===== src/hdl/pssm_pkg.sv =====
// Package: constants, types and helpers of the parity serial sensor master
`default_nettype none
package pssm_pkg;

    localparam int FRAME_W = 11;
    localparam int VALUE_W = 10;
    localparam int TICK_W  = 16;
    localparam int COUNT_W = 4;

    localparam logic [COUNT_W-1:0] FRAME_BITS   = 4'd11;
    localparam logic [FRAME_W-1:0] CAP_VALUE    = 11'h400;
    localparam logic [VALUE_W-1:0] VALUE_LIMIT  = 10'd1020;
    localparam logic [TICK_W-1:0]  HALF_PERIOD_RESET = 16'd200;

    localparam int QUEUE_DEPTH = 2;
    localparam int QUEUE_AW    = $clog2(QUEUE_DEPTH);
    localparam logic [QUEUE_AW:0] QUEUE_FULL = (QUEUE_AW+1)'(QUEUE_DEPTH);

    typedef enum logic [4:0] {
        PH_IDLE          = 5'd0,
        PH_START_HI      = 5'd1,
        PH_START_DATA_LO = 5'd2,
        PH_START_CLK_LO  = 5'd3,
        PH_DIR_HI        = 5'd4,
        PH_DIR_LO        = 5'd5,
        PH_RELEASE       = 5'd6,
        PH_RD_HI         = 5'd7,
        PH_RD_LO         = 5'd8,
        PH_WR_HI         = 5'd9,
        PH_WR_LO         = 5'd10,
        PH_STOP_GAP      = 5'd11,
        PH_STOP_DATA_LO  = 5'd12,
        PH_STOP_CLK_HI   = 5'd13,
        PH_STOP_DATA_HI  = 5'd14
    } phase_t;

    typedef struct packed {
        logic               req_valid;
        logic               req_type;
        logic [FRAME_W-1:0] frame;
        logic               sda_in;
    } tick_item_t;

    typedef struct packed {
        logic full;
        logic empty;
    } queue_stat_t;

    typedef struct packed {
        logic               scl_out;
        logic               sda_out;
        logic               sda_drive;
        logic               ready_res;
        logic               done_res;
        logic [FRAME_W-1:0] read_value;
        logic               parity_ok;
        logic               value_in_range;
    } result_t;

    function automatic logic [FRAME_W-1:0] make_frame(input logic [VALUE_W-1:0] value);
        make_frame = {^value, value};
    endfunction

endpackage
`default_nettype wire


===== src/hdl/pssm_if.sv =====
// Interfaces: request, result and configuration channels
`default_nettype none
interface pssm_req_if import pssm_pkg::*; ();
    logic               valid;
    logic               ready;
    logic               req_valid;
    logic               req_type;
    logic [VALUE_W-1:0] write_value;
    logic               sda_in;

    modport source (output valid, req_valid, req_type, write_value, sda_in, input ready);
    modport sink (input valid, req_valid, req_type, write_value, sda_in, output ready);
endinterface

interface pssm_res_if import pssm_pkg::*; ();
    logic               valid;
    logic               ready;
    logic               scl_out;
    logic               sda_out;
    logic               sda_drive;
    logic               ready_res;
    logic               done_res;
    logic [FRAME_W-1:0] read_value;
    logic               parity_ok;
    logic               value_in_range;

    modport source (output valid, scl_out, sda_out, sda_drive, ready_res, done_res,
                    read_value, parity_ok, value_in_range, input ready);
    modport sink (input valid, scl_out, sda_out, sda_drive, ready_res, done_res,
                  read_value, parity_ok, value_in_range, output ready);
endinterface

interface pssm_cfg_if import pssm_pkg::*; ();
    logic              valid;
    logic              ready;
    logic [TICK_W-1:0] data;

    modport source (output valid, data, input ready);
    modport sink (input valid, data, output ready);
endinterface
`default_nettype wire


===== src/hdl/pssm_front.sv =====
// Front end: accept requests and build the outgoing frame with its parity bit
`default_nettype none
module pssm_front import pssm_pkg::*; (
    pssm_req_if.sink   req,
    input  queue_stat_t stat,
    output logic        push,
    output tick_item_t  item
);

    assign req.ready = !stat.full;
    assign push      = req.valid && !stat.full;

    always_comb
    begin
        item.req_valid = req.req_valid;
        item.req_type  = req.req_type;
        item.frame     = req.req_type ? make_frame(req.write_value) : '0;
        item.sda_in    = req.sda_in;
    end

endmodule
`default_nettype wire


===== src/hdl/pssm_queue.sv =====
// Short queue between front end and sequencer
`default_nettype none
module pssm_queue import pssm_pkg::*; (
    input  logic        clk,
    input  logic        rst_n,
    input  logic        push,
    input  tick_item_t  push_item,
    input  logic        pop,
    output tick_item_t  pop_item,
    output queue_stat_t stat
);

    tick_item_t          slot_reg [QUEUE_DEPTH];
    logic [QUEUE_AW-1:0] wr_ptr_reg;
    logic [QUEUE_AW-1:0] rd_ptr_reg;
    logic [QUEUE_AW:0]   count_reg;
    logic [QUEUE_AW:0]   count_next;

    always_comb
    begin
        case ({push, pop})
            2'b10:   count_next = count_reg + 1'b1;
            2'b01:   count_next = count_reg - 1'b1;
            default: count_next = count_reg;
        endcase
    end

    always_ff @(posedge clk or negedge rst_n)
    begin
        if (!rst_n)
        begin
            wr_ptr_reg <= '0;
            rd_ptr_reg <= '0;
            count_reg  <= '0;
        end
        else
        begin
            if (push)
                wr_ptr_reg <= wr_ptr_reg + 1'b1;
            if (pop)
                rd_ptr_reg <= rd_ptr_reg + 1'b1;
            count_reg <= count_next;
        end
    end

    always_ff @(posedge clk)
    begin
        if (push)
            slot_reg[wr_ptr_reg] <= push_item;
    end

    assign pop_item   = slot_reg[rd_ptr_reg];
    assign stat.full  = (count_reg == QUEUE_FULL);
    assign stat.empty = (count_reg == '0);

endmodule
`default_nettype wire


===== src/hdl/pssm_back.sv =====
// Back end: line sequencer, read result check and output register
`default_nettype none
module pssm_back import pssm_pkg::*; (
    input  logic        clk,
    input  logic        rst_n,
    input  queue_stat_t stat,
    input  tick_item_t  item,
    output logic        pop,
    pssm_cfg_if.sink    cfg,
    pssm_res_if.source  res
);

    logic [TICK_W-1:0]  half_period_reg;
    phase_t             phase_reg,       phase_next;
    logic [COUNT_W-1:0] bit_count_reg,   bit_count_next;
    logic [TICK_W-1:0]  wait_count_reg,  wait_count_next;
    logic [FRAME_W-1:0] frame_shift_reg, frame_shift_next;
    logic               is_write_reg,    is_write_next;
    logic               clock_level_reg, clock_level_next;
    logic               data_level_reg,  data_level_next;
    logic               drive_level_reg, drive_level_next;
    logic [FRAME_W-1:0] last_result_reg, last_result_next;
    logic               last_parity_reg, last_parity_next;
    logic               res_valid_reg;
    result_t            res_data_reg;
    result_t            res_data_next;
    logic               ready_flag;
    logic               done_flag;
    logic               load;
    logic               parity_good;
    logic [FRAME_W-1:0] rd_capped;
    logic [FRAME_W-1:0] rd_result;

    assign pop       = !stat.empty && (!res_valid_reg || res.ready);
    assign cfg.ready = 1'b1;

    always_comb
    begin
        parity_good = (frame_shift_reg[FRAME_W-1] == ^frame_shift_reg[VALUE_W-1:0]);
        rd_capped   = (frame_shift_reg > CAP_VALUE) ? CAP_VALUE : frame_shift_reg;
        rd_result   = (parity_good && frame_shift_reg[VALUE_W-1:0] < VALUE_LIMIT)
                    ? {1'b0, frame_shift_reg[VALUE_W-1:0]} : rd_capped;
    end

    always_comb
    begin
        phase_next       = phase_reg;
        bit_count_next   = bit_count_reg;
        wait_count_next  = wait_count_reg;
        frame_shift_next = frame_shift_reg;
        is_write_next    = is_write_reg;
        clock_level_next = clock_level_reg;
        data_level_next  = data_level_reg;
        drive_level_next = drive_level_reg;
        last_result_next = last_result_reg;
        last_parity_next = last_parity_reg;
        ready_flag       = 1'b0;
        done_flag        = 1'b0;
        load             = 1'b0;
        if (pop)
        begin
            load = 1'b1;
            if (phase_reg == PH_IDLE)
            begin
                ready_flag = 1'b1;
                load       = 1'b0;
                if (item.req_valid)
                begin
                    is_write_next    = item.req_type;
                    frame_shift_next = item.frame;
                    bit_count_next   = '0;
                    clock_level_next = 1'b1;
                    data_level_next  = 1'b1;
                    drive_level_next = 1'b1;
                    phase_next       = PH_START_HI;
                    load             = 1'b1;
                end
            end
            else if (wait_count_reg != '0)
            begin
                wait_count_next = wait_count_reg - 1'b1;
                load            = 1'b0;
            end
            else
            begin
                case (phase_reg)
                    PH_START_HI:
                    begin
                        data_level_next = 1'b0;
                        phase_next      = PH_START_DATA_LO;
                    end
                    PH_START_DATA_LO:
                    begin
                        clock_level_next = 1'b0;
                        phase_next       = PH_START_CLK_LO;
                    end
                    PH_START_CLK_LO:
                    begin
                        data_level_next  = !is_write_reg;
                        clock_level_next = 1'b1;
                        phase_next       = PH_DIR_HI;
                    end
                    PH_DIR_HI:
                    begin
                        clock_level_next = 1'b0;
                        phase_next       = PH_DIR_LO;
                    end
                    PH_DIR_LO, PH_WR_LO:
                    begin
                        if (is_write_reg && bit_count_reg < FRAME_BITS)
                        begin
                            data_level_next  = frame_shift_reg[FRAME_W-1];
                            frame_shift_next = {frame_shift_reg[FRAME_W-2:0], 1'b0};
                            bit_count_next   = bit_count_reg + 1'b1;
                            clock_level_next = 1'b1;
                            phase_next       = PH_WR_HI;
                        end
                        else if (is_write_reg)
                        begin
                            phase_next = PH_STOP_GAP;
                        end
                        else
                        begin
                            data_level_next  = 1'b1;
                            drive_level_next = 1'b0;
                            phase_next       = PH_RELEASE;
                        end
                    end
                    PH_RELEASE, PH_RD_LO:
                    begin
                        if (bit_count_reg < FRAME_BITS)
                        begin
                            clock_level_next = 1'b1;
                            frame_shift_next = {frame_shift_reg[FRAME_W-2:0], item.sda_in};
                            bit_count_next   = bit_count_reg + 1'b1;
                            phase_next       = PH_RD_HI;
                        end
                        else
                        begin
                            data_level_next  = 1'b0;
                            drive_level_next = 1'b1;
                            phase_next       = PH_STOP_DATA_LO;
                        end
                    end
                    PH_RD_HI:
                    begin
                        clock_level_next = 1'b0;
                        phase_next       = PH_RD_LO;
                    end
                    PH_WR_HI:
                    begin
                        clock_level_next = 1'b0;
                        phase_next       = PH_WR_LO;
                    end
                    PH_STOP_GAP:
                    begin
                        data_level_next  = 1'b0;
                        drive_level_next = 1'b1;
                        phase_next       = PH_STOP_DATA_LO;
                    end
                    PH_STOP_DATA_LO:
                    begin
                        clock_level_next = 1'b1;
                        phase_next       = PH_STOP_CLK_HI;
                    end
                    PH_STOP_CLK_HI:
                    begin
                        data_level_next = 1'b1;
                        phase_next      = PH_STOP_DATA_HI;
                    end
                    PH_STOP_DATA_HI:
                    begin
                        if (!is_write_reg)
                        begin
                            last_result_next = rd_result;
                            last_parity_next = parity_good;
                        end
                        done_flag        = 1'b1;
                        clock_level_next = 1'b1;
                        data_level_next  = 1'b1;
                        drive_level_next = 1'b1;
                        phase_next       = PH_IDLE;
                        load             = 1'b0;
                    end
                    default:
                    begin
                        clock_level_next = 1'b1;
                        data_level_next  = 1'b1;
                        drive_level_next = 1'b1;
                        phase_next       = PH_IDLE;
                        load             = 1'b0;
                    end
                endcase
            end
            if (load)
                wait_count_next = half_period_reg;
        end

        res_data_next.scl_out        = clock_level_next;
        res_data_next.sda_out        = data_level_next;
        res_data_next.sda_drive      = drive_level_next;
        res_data_next.ready_res      = ready_flag;
        res_data_next.done_res       = done_flag;
        res_data_next.read_value     = last_result_next;
        res_data_next.parity_ok      = last_parity_next;
        res_data_next.value_in_range = (last_result_next < CAP_VALUE);
    end

    always_ff @(posedge clk or negedge rst_n)
    begin
        if (!rst_n)
        begin
            half_period_reg <= HALF_PERIOD_RESET;
            phase_reg       <= PH_IDLE;
            bit_count_reg   <= '0;
            wait_count_reg  <= '0;
            frame_shift_reg <= '0;
            is_write_reg    <= 1'b0;
            clock_level_reg <= 1'b1;
            data_level_reg  <= 1'b1;
            drive_level_reg <= 1'b1;
            last_result_reg <= '0;
            last_parity_reg <= 1'b0;
            res_valid_reg   <= 1'b0;
        end
        else
        begin
            if (cfg.valid)
                half_period_reg <= cfg.data;
            phase_reg       <= phase_next;
            bit_count_reg   <= bit_count_next;
            wait_count_reg  <= wait_count_next;
            frame_shift_reg <= frame_shift_next;
            is_write_reg    <= is_write_next;
            clock_level_reg <= clock_level_next;
            data_level_reg  <= data_level_next;
            drive_level_reg <= drive_level_next;
            last_result_reg <= last_result_next;
            last_parity_reg <= last_parity_next;
            if (pop)
                res_valid_reg <= 1'b1;
            else if (res.ready)
                res_valid_reg <= 1'b0;
        end
    end

    always_ff @(posedge clk)
    begin
        if (pop)
            res_data_reg <= res_data_next;
    end

    assign res.valid          = res_valid_reg;
    assign res.scl_out        = res_data_reg.scl_out;
    assign res.sda_out        = res_data_reg.sda_out;
    assign res.sda_drive      = res_data_reg.sda_drive;
    assign res.ready_res      = res_data_reg.ready_res;
    assign res.done_res       = res_data_reg.done_res;
    assign res.read_value     = res_data_reg.read_value;
    assign res.parity_ok      = res_data_reg.parity_ok;
    assign res.value_in_range = res_data_reg.value_in_range;

endmodule
`default_nettype wire


===== src/hdl/parity_serial_sensor_master_top.sv =====
// Top level of the parity serial sensor master
//
// Channels: req carries one line tick per request (an optional read or write
// request plus the sampled data line); res returns one result per tick with
// the clock and data line levels, drive enable, ready and done flags and the
// last checked read value; cfg writes the 16-bit half period in ticks.
// A request is written into the queue, then into the result register; ticks
// flow at one per cycle while the receiver takes results, as the back-end line
// sequencer pops one queued tick per cycle while the result register is free or taken.
// A two-entry queue sits between the front end and the sequencer; the result
// register holds while the receiver stalls, the queue then fills and req.ready
// drops until the receiver takes the pending result.
// Reset: sequencer idle, lines high and driven, queue empty, no result
// pending, half period 200 ticks, last read value zero.
// Configuration is taken in any cycle and applies from the next hold.
`default_nettype none
module parity_serial_sensor_master_top import pssm_pkg::*; (
    input  wire logic   clk,
    input  wire logic   rst_n,
    pssm_req_if.sink    req,
    pssm_res_if.source  res,
    pssm_cfg_if.sink    cfg
);

    queue_stat_t stat;
    logic        push;
    logic        pop;
    tick_item_t  push_item;
    tick_item_t  pop_item;

    pssm_front u_front (
        .req  (req),
        .stat (stat),
        .push (push),
        .item (push_item)
    );

    pssm_queue u_queue (
        .clk       (clk),
        .rst_n     (rst_n),
        .push      (push),
        .push_item (push_item),
        .pop       (pop),
        .pop_item  (pop_item),
        .stat      (stat)
    );

    pssm_back u_back (
        .clk   (clk),
        .rst_n (rst_n),
        .stat  (stat),
        .item  (pop_item),
        .pop   (pop),
        .cfg   (cfg),
        .res   (res)
    );

    assert property (@(posedge clk) disable iff (!rst_n)
        res.valid |-> !(res.ready_res && res.done_res))
        else $error("ready and done flagged on the same tick");

    assert property (@(posedge clk) disable iff (!rst_n)
        (res.valid && res.done_res) |-> (res.scl_out && res.sda_out && res.sda_drive))
        else $error("lines not returned high at end of transaction");

    assert property (@(posedge clk) disable iff (!rst_n)
        (res.valid && !res.sda_drive) |-> res.sda_out)
        else $error("data level low while line is released");

    assert property (@(posedge clk) disable iff (!rst_n)
        !(stat.full && stat.empty))
        else $error("queue reports full and empty at once");

endmodule
`default_nettype wire


===== src/flat_wrapper.sv =====
// flat-port wrapper written by rule: the top's interface ports become plain ports
module parity_serial_sensor_master_top_flat import pssm_pkg::*;
  (clk, rst_n, req_valid, req_req_valid, req_req_type, req_write_value, req_sda_in, req_ready, res_valid, res_scl_out, res_sda_out, res_sda_drive, res_ready_res, res_done_res, res_read_value, res_parity_ok, res_value_in_range, res_ready, cfg_valid, cfg_data, cfg_ready);
  pssm_req_if req_i ();
  pssm_res_if res_i ();
  pssm_cfg_if cfg_i ();
  input  wire logic clk;
  input  wire logic rst_n;
  input wire logic [$bits(req_i.valid)-1:0] req_valid;
  input wire logic [$bits(req_i.req_valid)-1:0] req_req_valid;
  input wire logic [$bits(req_i.req_type)-1:0] req_req_type;
  input wire logic [$bits(req_i.write_value)-1:0] req_write_value;
  input wire logic [$bits(req_i.sda_in)-1:0] req_sda_in;
  output wire logic [$bits(req_i.ready)-1:0] req_ready;
  output wire logic [$bits(res_i.valid)-1:0] res_valid;
  output wire logic [$bits(res_i.scl_out)-1:0] res_scl_out;
  output wire logic [$bits(res_i.sda_out)-1:0] res_sda_out;
  output wire logic [$bits(res_i.sda_drive)-1:0] res_sda_drive;
  output wire logic [$bits(res_i.ready_res)-1:0] res_ready_res;
  output wire logic [$bits(res_i.done_res)-1:0] res_done_res;
  output wire logic [$bits(res_i.read_value)-1:0] res_read_value;
  output wire logic [$bits(res_i.parity_ok)-1:0] res_parity_ok;
  output wire logic [$bits(res_i.value_in_range)-1:0] res_value_in_range;
  input wire logic [$bits(res_i.ready)-1:0] res_ready;
  input wire logic [$bits(cfg_i.valid)-1:0] cfg_valid;
  input wire logic [$bits(cfg_i.data)-1:0] cfg_data;
  output wire logic [$bits(cfg_i.ready)-1:0] cfg_ready;
  assign req_i.valid = req_valid;
  assign req_i.req_valid = req_req_valid;
  assign req_i.req_type = req_req_type;
  assign req_i.write_value = req_write_value;
  assign req_i.sda_in = req_sda_in;
  assign req_ready = req_i.ready;
  assign res_valid = res_i.valid;
  assign res_scl_out = res_i.scl_out;
  assign res_sda_out = res_i.sda_out;
  assign res_sda_drive = res_i.sda_drive;
  assign res_ready_res = res_i.ready_res;
  assign res_done_res = res_i.done_res;
  assign res_read_value = res_i.read_value;
  assign res_parity_ok = res_i.parity_ok;
  assign res_value_in_range = res_i.value_in_range;
  assign res_i.ready = res_ready;
  assign cfg_i.valid = cfg_valid;
  assign cfg_i.data = cfg_data;
  assign cfg_ready = cfg_i.ready;
  parity_serial_sensor_master_top u_core (.clk(clk), .rst_n(rst_n), .req(req_i), .res(res_i), .cfg(cfg_i));
endmodule

===== config.mk =====
export PLATFORM = sky130hd
export DESIGN_NAME = parity_serial_sensor_master_top_flat
export DESIGN_NICKNAME = d
export VERILOG_FILES = /design/src/hdl/pssm_pkg.sv /design/src/hdl/pssm_if.sv /design/src/hdl/pssm_front.sv /design/src/hdl/pssm_queue.sv /design/src/hdl/pssm_back.sv /design/src/hdl/parity_serial_sensor_master_top.sv /design/src/flat_wrapper.sv
export SDC_FILE = /design/constraint.sdc
export NUM_CORES = 1
export LEC_CHECK = 0
export ABC_AREA = 1
export BUFFER_PORTS_ARGS = -buffer_cell sky130_fd_sc_hd__buf_2
export CAP_MARGIN = 5
export CORE_AREA = 2 2 106 108
export CTS_CLUSTER_DIAMETER = 100
export CTS_CLUSTER_SIZE = 12
export DETAILED_ROUTE_END_ITERATION = 16
export DIE_AREA = 0 0 108 110
export PLACE_DENSITY = 0.78
export SLEW_MARGIN = 20
export SYNTH_ARGS = -nofsm -noshare
export SYNTH_HDL_FRONTEND = slang
export SYNTH_HIERARCHICAL = 1
export SYNTH_SLANG_ARGS = --single-unit

===== constraint.sdc =====
create_clock -name clk -period 8.6 [get_ports clk]
set_clock_uncertainty 0.15 [all_clocks]
set_input_delay 2.15 -clock clk [delete_from_list [all_inputs] [get_ports clk]]
set_output_delay 2.15 -clock clk [all_outputs]
set_load 0.005 [all_outputs]

==> metrics.txt, run 1 <==
synth top area cells dfrtp_1 (26%), edfxtp_1 (22%), nand2_1 (16%), inv_1 (4.6%), nand3_1 (3.6%); Design Area, Final 0.007173 mm2; switch share 0.3829; crit path DAT 4.26 ns; synthesized area per cell 8.463 um2; ys flop type dfrtp_1; Pwr Total 2.369 mW; post-placement cell area 0.006634 mm2; first-pass GRT wire length 21740 um; hpwl dp 8747 um; final WL 12850 um; internal power 1.462 mW; # IOs 55; layout cells sized above 1 0.1732; largest net degree at the start of global routing 73; CTS tree yes; pre-CTS setup slack 4.087 ns; combinational share of power 0.363; simple-gate share of the synthesized area 0.2799; flops & latches, synth 118; top-area cell type share of the netlist area 0.2602; vias per cell 5.203; reg2reg end u_core/u_back/res.read_value[10]; vias in the first global route 4779; CP max FO 25; Max Freq 0.2462 GHz; FF/Latch Area 0.003191 mm2; met3 wire length 718 um; P&R area growth vs syn 13.01%; Initial Utilization 0.5933; Leak 3.532 nW; setup violators final 0; Commonest cells post-synth nand2_1 (266), inv_1 (78), dfrtp_1 (66); Critical path origin res_ready; mux contribution to synthesized area 0.02839; Die W 108 um; crit path to u_core/u_back/res.read_value[10]; CTS clk-pin slew, worst paths 0.05 ns; Tmin final 4.061 ns; post-route ant nets 0; Multi-input gate area 0.002659 mm2; Worst Path Required 8.80 ns; Setup TNS 0 ns; initial antenna violation count 0; crit end category register; Clock Tree Root clkbuf_8; Final period util 0.4723; Seq pwr share 0.370; clk_lat worst skew 0.52 ns; Final nets 848; register area share after synthesis 0.5027; number of diodes 0; Setup Buffers After CTS 0; Worst R2R Start u_core/u_back/phase_reg[0]; post-synth cell types 40; Core Area 0.01070 mm2; wl on met1 5979 um; WL/cell 13.47 um; clock buffer depth 2; Final Max Slew Viols 0; net switching power 907.4 uW; # port buffers 53; Num CTS Buffers 17; Worst slew margin 0.2965; Final WS setup 4.539 ns; count leader, synth nand2_1; highest routed layer met4; GPL Wtd Cong 0.8754; post-synthesis adder-cell area fraction 0.02563; CTS sink count 118; DR vias 4964; xor/xnor share of the synthesized area 0.03036; drt drc 0; endpoints failing hold 0; ys async rst share 0.6102; fill count 895; Synth Warn # 6; FP Rows 38; post-CTS sizing 0; Worst-Margin Slew 1.054 ns; Synth Area in Compound Gates 0.05303; Max VDD drop 213.3 uV; largest family of logic cells by synthesized area simple AND/OR/NAND/NOR gates; FF-to-FF path depth 8; Total Routing Usage GR 0.2365; outcome completed; RSZ-0062 raised after global routing no; post-cts hold buffer count 0; area leader, netlist dfrtp_1; drt pass-1 iters 5; Die H 110 um; H-tree depth 4; DIE AREA 0.01188 mm2; Cell Area, Synth 0.006347 mm2; cells after synthesis 750; total gr overflow 0; Largest register FFs 28; Power Density 330.3 mW/mm2; CP Class input pin to register; reg2reg setup slack 5.33 ns; Detail Route met2 WL 5945 um; max cap viols 0; drt initial violations 293; net count after synthesis 797; clock power share 0.266; Post-synth EDFFs 46; CP Launch Type input pin; final core utilization 0.6705; worst hold path class register to register
-- per-layer routing --
metal  track usage  vias to the layer above
met5             0                        -
met3       0.05938                       30
met4       0.09249                        0
met1        0.3129                     2298
li1              -                     2474
met2        0.3783                      162
-- logic make-up (layout without fill, tap and decap cells) --
logic type,count (synthesis),count (layout)
flops,118,118
other cells,1,1
fa+ha+maj,13,13
simple gates,412,412
mux,16,16
xor+xnor,22,22
compound gates,58,58
buf+inv,110,174
-- worst min-delay path by stage --
stage,depth (start not counted),slack (ns),to,from
floorplan,2,0.29,u_core/u_back/last_result_reg[0],u_core/u_back/last_result_reg[0]
global placement,2,0.30,u_core/u_back/frame_shift_reg[1],u_core/u_back/frame_shift_reg[1]
detailed placement,2,0.31,u_core/u_back/frame_shift_reg[1],u_core/u_back/frame_shift_reg[1]
CTS,2,0.32,u_core/u_back/frame_shift_reg[1],u_core/u_back/frame_shift_reg[1]
global route,2,0.36,u_core/u_back/last_result_reg[8],u_core/u_back/last_result_reg[8]
finish,2,0.32,u_core/u_back/frame_shift_reg[1],u_core/u_back/frame_shift_reg[1]
-- metrics by stage --
step / std cells / hold WS (ns)
floorplan: 750 / 0.2906
global placement: 922 / 0.3036
detailed placement: 922 / 0.3098
CTS: 954 / 0.3222
global route: 954 / 0.3571
finish: 954 / 0.3222
-- cell usage in the layout, fill, tap and decap left out, types with 7 or more instances in the layout --
cell / instances
nand3_1: 46
clkbuf_16: 16
buf_2: 53
xor2_1: 13
o21ai_0: 34
inv_2: 7
nor2_1: 60
xnor2_1: 9
a21oi_1: 11
inv_1: 78
dfrtp_1: 66
mux2_2: 16
ha_1: 13
edfxtp_1: 46
nand2_1: 266
clkbuf_8: 7
nor2_2: 9
-- critical path, cell delays in order --
cell and delay (ns):
buf_2 0.07, inv_1 0.04, a21oi_2 0.10, buf_4 0.32
inv_1 0.15, nor2_1 0.23, nand3_1 0.59, inv_1 0.32
nor2_1 0.07, a21oi_1 0.18
-- cell type report --
class,count,area share
Inverter,87,0.04622
Sequential cell,118,0.4448
Clock inverter,3,0.002442
Tap cell,140,0.02442
Multi-Input combinational cell,522,0.3707
Timing Repair Buffer,55,0.03907
Clock buffer,29,0.07239
-- power by group through the flow --
| stage | clock [mW] | combinational, mW | sequential (mW) |
|---|---|---|---|
| floorplan | 0 | 0.695 | 0.852 |
| global placement | 0 | 0.823 | 0.880 |
| detailed placement | 0 | 0.847 | 0.885 |
| CTS | 0.642 | 0.858 | 0.877 |
| global route | 0.669 | 0.979 | 0.897 |
| finish | 0.631 | 0.861 | 0.878 |
(Power assumes the default switching activity.)
==> inputs of run 2 (changes only) <==
CORE_AREA = 2 2 112 114   (was 2 2 106 108)
DIE_AREA = 0 0 114 116   (was 0 0 108 110)
PLACE_DENSITY = 0.74   (was 0.78)
clock period = 3.61 ns   (was 8.6 ns; I/O delays follow)
==> run 2 against run 1 <==
Effect of this change:
- via count decreased by 0.93%
- sequential share of layout area is 0.29 points lower
- clock-buffer cell count down 8
- non-clock buffer count grew 2
- final area grew 0.66%
- core utilization decreased by 6.4 points
- combinational power is 140% higher
- worst setup slack worse by 3.6 ns
- critical path type is now register to register
- largest cell class unchanged
- largest power group unchanged
- highest routed layer unchanged
==> metrics.txt, run 2 (synthesized netlist as in run 1, its figures left out) <==
outcome completed; Max VDD drop 419.2 uV; RSZ-0062 raised after global routing no; post-cts hold buffer count 0; crit end category register; largest net degree at the start of global routing 44; Pwr Total 5.720 mW; CTS tree yes; setup violators final 0; Die H 116 um; CP max FO 22; Leak 3.556 nW; GPL Wtd Cong 0.8989; # port buffers 53; CP Launch Type register; CTS sink count 118; Setup TNS 0 ns; Clock Tree Root clkbuf_16; final WL 12610 um; number of diodes 0; FP Rows 40; Largest register FFs 28; CTS clk-pin slew, worst paths 0.05 ns; Worst-Margin Slew 0.7789 ns; Power Density 792.1 mW/mm2; most frequent cells in the layout nand2_1 (266), inv_1 (78), dfrtp_1 (66), nor2_1 (61), buf_2 (53); drt drc 0; vias per cell 5.107; vias in the first global route 4806; WL/cell 13.10 um; initial antenna violation count 0; worst hold path class register to register; hpwl dp 8909 um; endpoints failing hold 0; Final period util 0.7418; clock buffer depth 2; crit path DAT 2.78 ns; total gr overflow 0; Total Routing Usage GR 0.2116; Initial Utilization 0.5329; post-route ant nets 0; drt initial violations 366; P&R area growth vs syn 13.76%; layout cells sized above 1 0.1752; drt pass-1 iters 5; Setup Buffers After CTS 0; Worst Path Required 3.71 ns; # IOs 55; commonest non-fill, non-tap cell in the layout nand2_1; Max Freq 0.3735 GHz; clk_lat worst skew 0.41 ns; Num CTS Buffers 17; Final Max Slew Viols 0; Die W 114 um; CP Class register to register; Final nets 850; first-pass GRT wire length 22010 um; post-CTS sizing 0; Core Area 0.01191 mm2; DR vias 4918; DIE AREA 0.01322 mm2; Worst slew margin 0.4793; max cap viols 0; H-tree depth 4; Tmin final 2.678 ns
[run 2: cell count changes in the layout (fill, tap and decap cells not counted), sizes merged]
cell	delta
bufinv	+2
clkinv	+6
buf	+2
clkbuf	-8
[run 2: area by class of cell]
type	count	area, um2
inverters	87	331.6
clock inverters	11	110.1
flip-flops and latches	118	3191
multi-input cells	522	2656
well taps	147	183.9
fillers	1025	4691
repair buffers	57	307.8
clock buffers	21	440.4
[run 2: worst max-delay path, cell delays in order, from the launching register on]
cell and delay [ns]:
dfrtp_1 0.39, inv_1 0.13, ha_1 0.22, nand3_1 0.08, nor2_1 0.15, nand2_1 0.07
nor2_1 0.20, nand3_1 0.60, inv_1 0.30, nor2_1 0.06, a21oi_1 0.16
[run 2: worst paths after layout]
| path | from | to | slack (ns) | cells past startpoint |
|---|---|---|---|---|
| min in group asynchronous | rst_n | u_core/u_back/phase_reg[1] | 0.40 | 1 |
| worst max-delay path | u_core/u_back/wait_count_reg[0] | u_core/u_back/res.read_value[10] | 0.93 | 10 |
| worst max register to register | u_core/u_back/wait_count_reg[0] | u_core/u_back/res.read_value[10] | 0.93 | 10 |
| worst min-delay path | u_core/u_back/frame_shift_reg[1] | u_core/u_back/frame_shift_reg[1] | 0.32 | 2 |
| max in group asynchronous | rst_n | u_core/u_back/half_period_reg[3] | 2.17 | 2 |
| worst min register to register | u_core/u_back/frame_shift_reg[1] | u_core/u_back/frame_shift_reg[1] | 0.32 | 2 |
[run 2: metal layers]
| layer | share of wire | global-route usage |
|---|---|---|
| met5 | 0 | 0 |
| met4 | 0.017 | 0.09106 |
| met3 | 0.059 | 0.05701 |
| met2 | 0.47 | 0.3317 |
| met1 | 0.46 | 0.2795 |
[run 2: where the power goes]
group	internal (mW)	switching, mW	leakage, nW	total [mW]
Sequential	1.80	0.290	1.35	2.09
Combinational	0.744	1.32	1.93	2.07
Clock	1.00	0.563	0.272	1.57
Total	3.54	2.18	3.56	5.72
[run 2: stage by stage]
stage          hold WS, ns  area, um2    util  worst slack, ns  instances
2_1_floorplan       0.2906       6347       -           0.1590        750
3_3_place_gp        0.3048       6670  0.5600           0.7710        931
3_5_place_dp        0.3081       6670  0.5600           0.6469        931
4_1_cts             0.3218       7221  0.6062           0.9467        963
5_1_grt             0.3402       7221  0.6062           0.5244        963
6_report            0.3191       7221  0.6062           0.9323        963
